$ cat src/rtl/efpa_pkg.sv
// Shared constants and types for the encoder frame parser.
`default_nettype none
package efpa_pkg;

	localparam int BYTE_W  = 8;
	localparam int WORD_W  = 16;
	localparam int DIV_W   = 17;
	localparam int ANGLE_W = 25;
	localparam int POS_W   = 4;

	localparam logic [BYTE_W-1:0] START_BYTE = 8'h01;
	localparam logic [BYTE_W-1:0] END_BYTE   = 8'h04;
	localparam logic [DIV_W-1:0]  MAX_STEP_RST = 17'd4096;

	// byte positions within the reply; POS_IDLE waits for a frame start
	localparam logic [POS_W-1:0] POS_START   = 4'd0;
	localparam logic [POS_W-1:0] POS_HEADER  = 4'd1;
	localparam logic [POS_W-1:0] POS_REV_HI  = 4'd2;
	localparam logic [POS_W-1:0] POS_REV_LO  = 4'd3;
	localparam logic [POS_W-1:0] POS_STEP_HI = 4'd4;
	localparam logic [POS_W-1:0] POS_STEP_LO = 4'd5;
	localparam logic [POS_W-1:0] POS_CHECK   = 4'd6;
	localparam logic [POS_W-1:0] POS_END     = 4'd7;
	localparam logic [POS_W-1:0] POS_IDLE    = 4'd8;

	typedef struct packed {
		logic [WORD_W-1:0] revolution;
		logic [WORD_W-1:0] step;
	} frame_t;

	typedef struct packed {
		logic busy;
		logic valid;
	} div_stat_t;

	typedef enum logic [1:0] {
		DIV_IDLE,
		DIV_RUN,
		DIV_DONE
	} div_state_t;

endpackage
`default_nettype wire

$ cat src/rtl/efpa_parser.sv
// Byte parser: tracks frame position, running XOR and delimiter checks.
`default_nettype none
module efpa_parser (
	input  wire logic                        clk,
	input  wire logic                        arst_n,
	input  wire logic                        accept,
	input  wire logic [efpa_pkg::BYTE_W-1:0] rx_byte,
	input  wire logic                        frame_first,
	output efpa_pkg::frame_t                 frame,
	output logic                             frame_ok
);
	import efpa_pkg::*;

	logic [POS_W-1:0]  pos_q;
	logic [POS_W-1:0]  pos;
	logic              start_ok_q;
	logic [BYTE_W-1:0] xor_q;
	logic [BYTE_W-1:0] chk_q;
	logic [WORD_W-1:0] rev_q;
	logic [WORD_W-1:0] step_q;

	assign pos = frame_first ? POS_START : pos_q;

	assign frame_ok = accept && (pos == POS_END) && start_ok_q &&
		(rx_byte == END_BYTE) && (xor_q == chk_q);

	assign frame.revolution = rev_q;
	assign frame.step       = step_q;

	always_ff @(posedge clk or negedge arst_n) begin
		if (!arst_n) begin
			pos_q      <= POS_IDLE;
			start_ok_q <= 1'b0;
		end else if (accept && (pos < POS_IDLE)) begin
			if (pos == POS_START)
				start_ok_q <= (rx_byte == START_BYTE);
			pos_q <= (pos == POS_END) ? POS_IDLE : pos + 1'b1;
		end
	end

	always_ff @(posedge clk) begin
		if (accept && (pos < POS_IDLE)) begin
			unique case (pos)
				POS_START: xor_q <= '0;
				POS_HEADER: xor_q <= xor_q ^ rx_byte;
				POS_REV_HI: begin
					xor_q       <= xor_q ^ rx_byte;
					rev_q[15:8] <= rx_byte;
				end
				POS_REV_LO: begin
					xor_q      <= xor_q ^ rx_byte;
					rev_q[7:0] <= rx_byte;
				end
				POS_STEP_HI: begin
					xor_q        <= xor_q ^ rx_byte;
					step_q[15:8] <= rx_byte;
				end
				POS_STEP_LO: begin
					xor_q       <= xor_q ^ rx_byte;
					step_q[7:0] <= rx_byte;
				end
				POS_CHECK: chk_q <= rx_byte;
				default: ;
			endcase
		end
	end

endmodule
`default_nettype wire

$ cat src/rtl/efpa_div.sv
// Bit-serial restoring divider for the angle scaling, with saturation.
`default_nettype none
module efpa_div #(
	parameter int FRAC = 16
) (
	input  wire logic                         clk,
	input  wire logic                         arst_n,
	input  wire logic                         start,
	input  wire logic [efpa_pkg::WORD_W-1:0]  step,
	input  wire logic [efpa_pkg::DIV_W-1:0]   divisor,
	input  wire logic                         res_take,
	output efpa_pkg::div_stat_t               stat,
	output logic [efpa_pkg::ANGLE_W-1:0]      quot
);
	import efpa_pkg::*;

	localparam int NUM_W = ANGLE_W + FRAC;
	localparam int CMP_W = (FRAC > DIV_W) ? FRAC : DIV_W;
	localparam int CNT_W = $clog2(ANGLE_W);

	div_state_t state_q, state_d;

	logic [DIV_W-1:0]   div_q;
	logic [DIV_W-1:0]   rem_q;
	logic [ANGLE_W-1:0] sh_q;
	logic [CNT_W-1:0]   cnt_q;

	logic [ANGLE_W-1:0] prod;
	logic [NUM_W-1:0]   num;
	logic [FRAC-1:0]    rem0;
	logic               sat;
	logic [DIV_W:0]     trial;
	logic [DIV_W:0]     diff;
	logic               ge;

	// 360 * step as shifted adds: 256 + 64 + 32 + 8
	assign prod = (ANGLE_W'(step) << 8) + (ANGLE_W'(step) << 6) +
		(ANGLE_W'(step) << 5) + (ANGLE_W'(step) << 3);
	assign num  = {prod, {FRAC{1'b0}}};
	// leading part of the dividend; quotient overflows 25 bits iff it reaches the divisor
	assign rem0 = num[NUM_W-1 -: FRAC];
	assign sat  = (divisor == '0) || (CMP_W'(rem0) >= CMP_W'(divisor));

	assign trial = {rem_q, sh_q[ANGLE_W-1]};
	assign diff  = trial - {1'b0, div_q};
	assign ge    = (trial >= {1'b0, div_q});

	assign quot = sh_q;

	always_ff @(posedge clk or negedge arst_n) begin
		if (!arst_n)
			state_q <= DIV_IDLE;
		else
			state_q <= state_d;
	end

	always_comb begin
		state_d    = state_q;
		stat.busy  = 1'b1;
		stat.valid = 1'b0;
		unique case (state_q)
			DIV_IDLE: begin
				stat.busy = 1'b0;
				if (start)
					state_d = sat ? DIV_DONE : DIV_RUN;
			end
			DIV_RUN: begin
				if (cnt_q == CNT_W'(ANGLE_W - 1))
					state_d = DIV_DONE;
			end
			DIV_DONE: begin
				stat.valid = 1'b1;
				if (res_take)
					state_d = DIV_IDLE;
			end
			default: state_d = DIV_IDLE;
		endcase
	end

	always_ff @(posedge clk) begin
		if ((state_q == DIV_IDLE) && start) begin
			div_q <= divisor;
			cnt_q <= '0;
			if (sat) begin
				sh_q <= '1;
			end else begin
				rem_q <= DIV_W'(rem0);
				sh_q  <= num[ANGLE_W-1:0];
			end
		end else if (state_q == DIV_RUN) begin
			sh_q  <= {sh_q[ANGLE_W-2:0], ge};
			rem_q <= ge ? diff[DIV_W-1:0] : trial[DIV_W-1:0];
			cnt_q <= cnt_q + 1'b1;
		end
	end

endmodule
`default_nettype wire

$ cat src/rtl/encoder_frame_parser_angle.sv
// Top level: encoder reply parser with serial angle scaling and output register.
//
//  port group  direction  handshake            payload
//  in          input      in_valid / in_stall  rx_byte, frame_first
//  out         output     out_valid / out_stall revolution, step_raw, angle_q16
//  cfg         input      cfg_valid / cfg_ready cfg_max_step
//
// A byte is taken while in_valid is high and in_stall is low. A good end byte
// starts the divider, which produces one quotient bit per cycle; the result
// then waits until the output register takes it (a saturated result skips the
// bit loop). in_stall is high while the divider runs or holds a result.
// The output register holds a word under out_stall while new bytes are accepted.
// Reset (arst_n low) idles the parser and sets max_step to 4096.
`default_nettype none
module encoder_frame_parser_angle #(
	parameter int ANGLE_FRAC_BITS = 16
) (
	input  wire logic                         clk,
	input  wire logic                         arst_n,
	input  wire logic                         in_valid,
	output logic                              in_stall,
	input  wire logic [efpa_pkg::BYTE_W-1:0]  rx_byte,
	input  wire logic                         frame_first,
	output logic                              out_valid,
	input  wire logic                         out_stall,
	output logic [efpa_pkg::WORD_W-1:0]       revolution,
	output logic [efpa_pkg::WORD_W-1:0]       step_raw,
	output logic [efpa_pkg::ANGLE_W-1:0]      angle_q16,
	input  wire logic                         cfg_valid,
	output logic                              cfg_ready,
	input  wire logic [efpa_pkg::DIV_W-1:0]   cfg_max_step
);
	import efpa_pkg::*;

	logic               in_accept;
	logic               frame_ok;
	frame_t             frame;
	div_stat_t          dstat;
	logic [ANGLE_W-1:0] quot;
	logic               res_take;
	logic [DIV_W-1:0]   max_step_q;
	logic               out_valid_q;
	logic [WORD_W-1:0]  rev_q;
	logic [WORD_W-1:0]  step_q;
	logic [ANGLE_W-1:0] angle_q;

	assign in_stall  = dstat.busy;
	assign in_accept = in_valid && !in_stall;
	assign cfg_ready = 1'b1;
	assign res_take  = dstat.valid && (!out_valid_q || !out_stall);

	efpa_parser u_parser (
		.clk         (clk),
		.arst_n      (arst_n),
		.accept      (in_accept),
		.rx_byte     (rx_byte),
		.frame_first (frame_first),
		.frame       (frame),
		.frame_ok    (frame_ok)
	);

	efpa_div #(
		.FRAC (ANGLE_FRAC_BITS)
	) u_div (
		.clk      (clk),
		.arst_n   (arst_n),
		.start    (frame_ok),
		.step     (frame.step),
		.divisor  (max_step_q),
		.res_take (res_take),
		.stat     (dstat),
		.quot     (quot)
	);

	always_ff @(posedge clk or negedge arst_n) begin
		if (!arst_n) begin
			max_step_q  <= MAX_STEP_RST;
			out_valid_q <= 1'b0;
		end else begin
			if (cfg_valid && cfg_ready)
				max_step_q <= cfg_max_step;
			if (res_take)
				out_valid_q <= 1'b1;
			else if (!out_stall)
				out_valid_q <= 1'b0;
		end
	end

	// frame holds stay put while the divider runs: no byte is taken then
	always_ff @(posedge clk) begin
		if (res_take) begin
			rev_q   <= frame.revolution;
			step_q  <= frame.step;
			angle_q <= quot;
		end
	end

	assign out_valid  = out_valid_q;
	assign revolution = rev_q;
	assign step_raw   = step_q;
	assign angle_q16  = angle_q;

endmodule
`default_nettype wire
$ cat config.mk
export PLATFORM = sky130hd
export DESIGN_NAME = encoder_frame_parser_angle
export DESIGN_NICKNAME = d
export VERILOG_FILES = /design/src/rtl/efpa_pkg.sv /design/src/rtl/efpa_parser.sv /design/src/rtl/efpa_div.sv /design/src/rtl/encoder_frame_parser_angle.sv
export SDC_FILE = /design/constraint.sdc
export NUM_CORES = 1
export LEC_CHECK = 0
export ABC_AREA = 1
export BUFFER_PORTS_ARGS = -buffer_cell sky130_fd_sc_hd__buf_4
export CORE_MARGIN = 3
export CORE_UTILIZATION = 30
export DETAILED_ROUTE_END_ITERATION = 8
export SETUP_SLACK_MARGIN = 0.4
export SLEW_MARGIN = 10
export SYNTH_ARGS = -nofsm -noshare
export SYNTH_HDL_FRONTEND = slang
export SYNTH_SLANG_ARGS = --single-unit
$ cat constraint.sdc
create_clock -name clk -period 7.75 [get_ports clk]
set_input_delay 0.775 -clock clk [delete_from_list [all_inputs] [get_ports clk]]
set_output_delay 0.775 -clock clk [all_outputs]
set_load 0.005 [all_outputs]
# Yosys cells after proc, flatten, opt, wreduce, memory -nomap -nowiden
# Index checks and enable logic that the tools add are counted.
[classes]
eq_ne = 18
magnitude_cmp = 3
addsub = 6
mux = 19
bitwise = 1
n_reduce_logical = 27
[ops]
columns = ["cell", "n"]
rows = [
  ["two-way mux 25 bit", 3],
  ["two-way mux 17 bit", 4],
  ["adder 24 x 22 -> 25 bit", 1],
  ["adder 25 x 19 -> 25 bit", 1],
  ["adder 25 x 21 -> 25 bit", 1],
  ["greater-or-equal comparator 18 x 17 -> 1 bit", 1],
  ["greater-or-equal comparator 16 x 17 -> 1 bit", 1],
  ["logical NOT 17 bit", 1],
  ["subtractor 17 bit", 1],
  ["== test 4 x 3 -> 1 bit, second input constant", 4],
  ["one-hot mux 8 bit (2 select lines)", 1],
  ["AND reduction 2 bit", 8],
  ["== test 4 x 2 -> 1 bit, second input constant", 2],
  ["== test 8 x 1 -> 1 bit, second input constant", 1],
  ["== test 8 x 3 -> 1 bit, second input constant", 1],
  ["== test 8 bit", 1],
  ["logical AND 1 bit", 8],
  ["two-way mux 2 bit", 4],
  ["two-way mux 4 bit", 2],
  ["bitwise XOR 8 bit", 1],
  ["inequality test 2 x 1 -> 1 bit, second input constant", 3],
  ["one-hot mux 2 bit (3 select lines)", 1],
  ["adder 5 x 1 -> 5 bit, second input constant", 1],
  ["== test 5 bit, second input constant", 1],
  ["other kinds (14)", 21],
]
[word_totals]
inputBits = 31
word_cells = 92
register_bits = 194
out_inout_bits = 60

# Depth between registers and ports, before layout
[depth]
word_depth = 9
mapped_depth = 27
mapped_depth_nobuf = 27

# Modules after synthesis
# A second synthesis with hierarchy kept.
[unflattened]
cells_unflattened = 1144
area_unflattened_um2 = 10938.0
[by_module_without_submodules]
columns = ["mod", "n_inst", "cells_per_inst", "seq_area_each_um2", "area_per_inst_um2"]
rows = [
  ["efpa_div", 1, 814, 1921.8, 6251.0],
  ["encoder_frame_parser_angle", 1, 138, 2163.3, 2453.6],
  ["efpa_parser", 1, 192, 1567.8, 2233.4],
]

# Worst setup path after synthesis
# Ideal clock, no wire load.
[synth_timing]
path_kind = "reg2reg"
start = "reg u_parser.step_q[0]"
end = "reg u_div.rem_q[0] (enable)"
setup_slack_ns = 2.359
stages_incl_launch_ff = 22
arrival_ns = 4.976
cell_sequence = "edfxtp_1 inv_1 fa_1 inv_1 fa_1 inv_1 fa_1 o21ai_0 nand2_1 a21boi_0 o21ai_0 and2_1 ha_1 nand2_1 inv_1 o21ai_0 nand2_1 nand3_1 nand2_1 inv_1 nand2_1 o21ai_0"
[synth_between]
elab_chain_cells = 7
[synth_rtl]
columns = ["element", "line", "text"]
rows = [
  ["start: declaration", "efpa_parser.sv:20", "logic [WORD_W-1:0] step_q;"],
  ["start signal: assignment", "efpa_parser.sv:60", "step_q[7:0] <= rx_byte;"],
  ["adder 24 x 22 -> 25 bit", "efpa_div.sv:37", "assign prod = (ANGLE_W'(step) << 8) + (ANGLE_W'(step) << 6) +"],
  ["adder 25 x 21 -> 25 bit", "efpa_div.sv:37", ""],
  ["adder 25 x 19 -> 25 bit *", "efpa_div.sv:38", "(ANGLE_W'(step) << 5) + (ANGLE_W'(step) << 3);"],
  ["greater-or-equal comparator 16 x 17 -> 1 bit *", "efpa_div.sv:42", "assign sat = (divisor == '0) || (CMP_W'(rem0) >= CMP_W'(divisor));"],
  ["logical OR 1 bit *", "efpa_div.sv:42", ""],
  ["inequality test 2 bit (no line) *", "--", ""],
  ["AND reduction 2 bit (no line) *", "--", ""],
  ["end signal: assignment", "efpa_div.sv:87", "rem_q <= DIV_W'(rem0);"],
  ["end signal: assignment", "efpa_div.sv:92", "rem_q <= ge ? diff[DIV_W-1:0] : trial[DIV_W-1:0];"],
  ["end: declaration", "efpa_div.sv:24", "logic [DIV_W-1:0] rem_q;"],
]
# Mark *: on every way between the ends. The rest lies on a longest branch, timed or not.
# A chain may end at the register's enable or synchronous reset.

# Worst setup path in the final report
[layout_timing]
start = "reg u_parser.step_q[0]"
end = "reg u_div.sh_q[8] (netlist: u_div.quot[8]) (data pin)"
[layout_between]
elab_chain_cells = 7
[layout_rtl]
columns = ["element", "line", "text"]
rows = [
  ["adder 24 x 22 -> 25 bit", "efpa_div.sv:37", ""],
  ["adder 25 x 21 -> 25 bit", "efpa_div.sv:37", ""],
  ["adder 25 x 19 -> 25 bit *", "efpa_div.sv:38", ""],
  ["greater-or-equal comparator 16 x 17 -> 1 bit *", "efpa_div.sv:42", ""],
  ["logical OR 1 bit *", "efpa_div.sv:42", ""],
  ["two-way mux 25 bit *", "efpa_div.sv:84", "if (sat) begin"],
  ["two-way mux 25 bit *", "efpa_div.sv:81", "if ((state_q == DIV_IDLE) && start) begin"],
  ["end signal: assignment", "efpa_div.sv:88", "sh_q <= num[ANGLE_W-1:0];"],
  ["end signal: assignment", "efpa_div.sv:91", "sh_q <= {sh_q[ANGLE_W-2:0], ge};"],
  ["end: declaration", "efpa_div.sv:25", "logic [ANGLE_W-1:0] sh_q;"],
]
# Marked as above.

==> results.ini <==
[timing]
hold_ws_ns = 0.245
final_max_slew_viol_count = 0
finalCritPeriodShare_pct = 62.0
grt_setup_unrepaired = no
tightest_slew_ns = 1.12
fmax_mhz = 208
finalHoldViolations = 0
setup_violations = 0
fin_crit_ns = 4.80
final.setup.tns_ns = 0
maxSlewHeadroom_pct = 24.7
fin_worst_skew_ns = 0.0165

[critical_path]
crit_chain = inv_1 -> fa_1 -> inv_1 -> fa_1 -> inv_1 -> fa_1 -> o21ai_0 -> nand2_1 -> nand2_1 -> nand3_1 -> nand2_1 -> nand2_1 -> and2_1 -> ha_1 -> nand2_1 -> inv_1 -> nand3_1 -> nor2_1 -> nand2_1 -> nand2_1 -> a21oi_1 -> nand2_1 -> nand2_2 -> nand2_1
rr_endpoint = u_div.quot[8]
rr_startpoint = u_parser.step_q[0]
startpoint = u_parser.step_q[0]
r2r_slack_ns = 2.95
cp_max_fo = 19
reg2reg_depth = 24
worstPathRequired_ns = 7.91
slowest_stage = fa_1
setup.worst_path.start_class = flop
max_stage_delay_ns = 0.54
crit_path_end = u_div.quot[8]
crit_arrival_ns = 4.96
critPathKind = flop to flop
cp-end-kind = flop
cp_common_cell = nand2_1

[place]
place_area_um2 = 12000
numPortBuffers = 89
gp_congestion = 0.910
dpl.hpwl_mm = 19.4

[synthesis]
yosysSeqAreaShare_pct = 52.1
ys_types = 43
synth.ff_latch_count = 194
synth.avg_cell_area_um2 = 9.44
ys_async_sr_fraction_pct = 12.9
yosysWarnings = 0
syn_nets = 1272
netlist_area_um2 = 10900
synth_flop_cell = edfxtp_1
synth_edf_count = 164
postSynthCellCount = 1150

[die]
num_io_pins = 91
dieWidth_um = 196
core_area_um2 = 35700
die_y_um = 196
core.rowCount = 69
die_area_um2 = 38500
initial_utilization_pct = 30.5

[route]
ant_nets = 0
vias = 7751
wirelength_mm = 25.1
drt_iter0_drc = 582
avgRoutedWirePerCell_um = 14.6
first_pass_iters = 5
viasPerCell = 4.50
drc = 0

[final_layout]
layout_commonest_cell = nand2_1
nNetsFinal = 1371
area.growth.synth_to_final_pct = 16.6
stdcell_area_um2 = 12700
fillCellCount = 3571
layout_common_cells = nand2_1, inv_1, edfxtp_1
register_area_um2 = 5650
n_antenna_cell = 0
drive_above_1_share_pct = 12.4
multi_input_area_um2 = 4320

[clock_tree]
cts_tree = built
postCtsSetupBuffers = 0
ctsResizeCount = 0
cts_hold_buffers = 0
tritoncts_num_sinks = 194
cts_htree_levels = 4
clk_latency_ns = 0.43
clockRootBuffer = clkbuf_16
cts.reportedPaths.clkPinSlew_ns = 0.08
clockBufferDepth = 2
numCtsBuffers = 17

[global_route]
first_global_vias = 7779
overflow = 0
grt_max_degree = 48
grt_first_pass_wirelength_mm = 40.9
antenna_found_initial = 0
grt_usage_pct = 13.3

[power]
power_leakage_nw = 5.83
powerDensity_nw_per_um2 = 193
p_total_mw = 2.44
peakVddDrop_mv = 0.115

[flow_run]
max_cap_violations = 0

[status]
status = finished, final reports clean

[min_path]
hold_path_class = primary input to asynchronous set/reset pin

-- cells in the mapped netlist (11+ instances only) --
cell type  instances  area, um2
inv_1            204        766
a21oi_1           42        210
nand2_1          330       1240
fa_1              28        561
nor2_1            66        248
o21ai_0           37        185
nand4_1           13       81.3
ha_1              63        788
nand3b_1          15        113
dfrtp_1           23        576
edfxtp_1         164       4920
nor3_1            11       55.1
xnor2_1           11       96.3
nand3_1           63        315
-- layout make-up --
| type | instances | share of cell area, % |
|---|---|---|
| inverter | 207 | 6.14 |
| clock buffer | 19 | 3.58 |
| tap | 461 | 4.55 |
| timing repair buffer | 95 | 5.63 |
| sequential | 194 | 44.6 |
| multi-input combinational | 734 | 34.1 |
| clock inverter | 13 | 1.31 |
-- registers in the layout, summed over array words and instances (netlist names), 8 cells and up --
register,cells
u_div.quot,25
u_parser.xor_q,8
max_step_q,17
angle_q16,25
u_parser.chk_q,8
revolution,16
step_raw,16
u_parser.rev_q,16
u_div.rem_q,17
u_parser.step_q,16
u_div.div_q,17
-- critical path, delay by kind of cell, from the launching register on --
| kind | cells | cell delay [ns] |
|---|---|---|
| fa+ha+maj | 4 | 1.80 |
| flops | 1 | 0.43 |
| compound gates | 2 | 0.48 |
| simple gates | 14 | 1.54 |
| buf+inv | 4 | 0.27 |
-- power by group --
group          total, mW  switching, mW  internal (mW)
clock              0.900          0.420          0.480
combinational      0.358          0.230          0.129
sequential          1.18         0.0193           1.16
-- logic make-up (layout without fill, tap and decap cells) --
| logic type | after synthesis | in the layout | share of synthesized area (%) |
|---|---|---|---|
| xor+xnor | 21 | 21 | 1.69 |
| flops | 194 | 194 | 52.1 |
| other cells | 1 | 1 | 0.0345 |
| buf+inv | 222 | 334 | 8.24 |
| compound gates | 90 | 90 | 4.40 |
| fa+ha+maj | 91 | 91 | 12.4 |
| simple gates | 531 | 531 | 21.2 |
-- through the flow --
step | instances | setup WS, ns | util (%)
floorplan | 1150 | 2.36 | -
global placement | 1691 | 3.05 | 33.8
detailed placement | 1691 | 2.91 | 33.8
CTS | 1723 | 2.90 | 35.5
global route | 1723 | 2.48 | 35.5
finish | 1723 | 2.95 | 35.5
-- how the worst min path moves through the flow --
stage	startpoint	to	cells after the start	slack, ns
2_1_floorplan	u_parser.rev_q[0]	revolution[0]	0	0.40
3_3_place_gp	u_parser.rev_q[12]	revolution[12]	0	0.40
3_5_place_dp	u_parser.rev_q[13]	revolution[13]	0	0.40
4_1_cts	arst_n	u_parser.pos_q[0]	1	0.24
5_1_grt	arst_n	u_parser.pos_q[1]	1	0.25
6_report	arst_n	u_parser.pos_q[0]	1	0.25
-- routing by layer --
metal | track usage (%) | up-vias | part of all wire [%]
li1 | - | 3904 | -
met1 | 17.5 | 3666 | 45
met2 | 22.9 | 149 | 49
met3 | 1.91 | 32 | 3.3
met4 | 4.07 | 0 | 2.3
met5 | 0 | - | 0
Note: power is estimated with default switching activity, not from simulation.
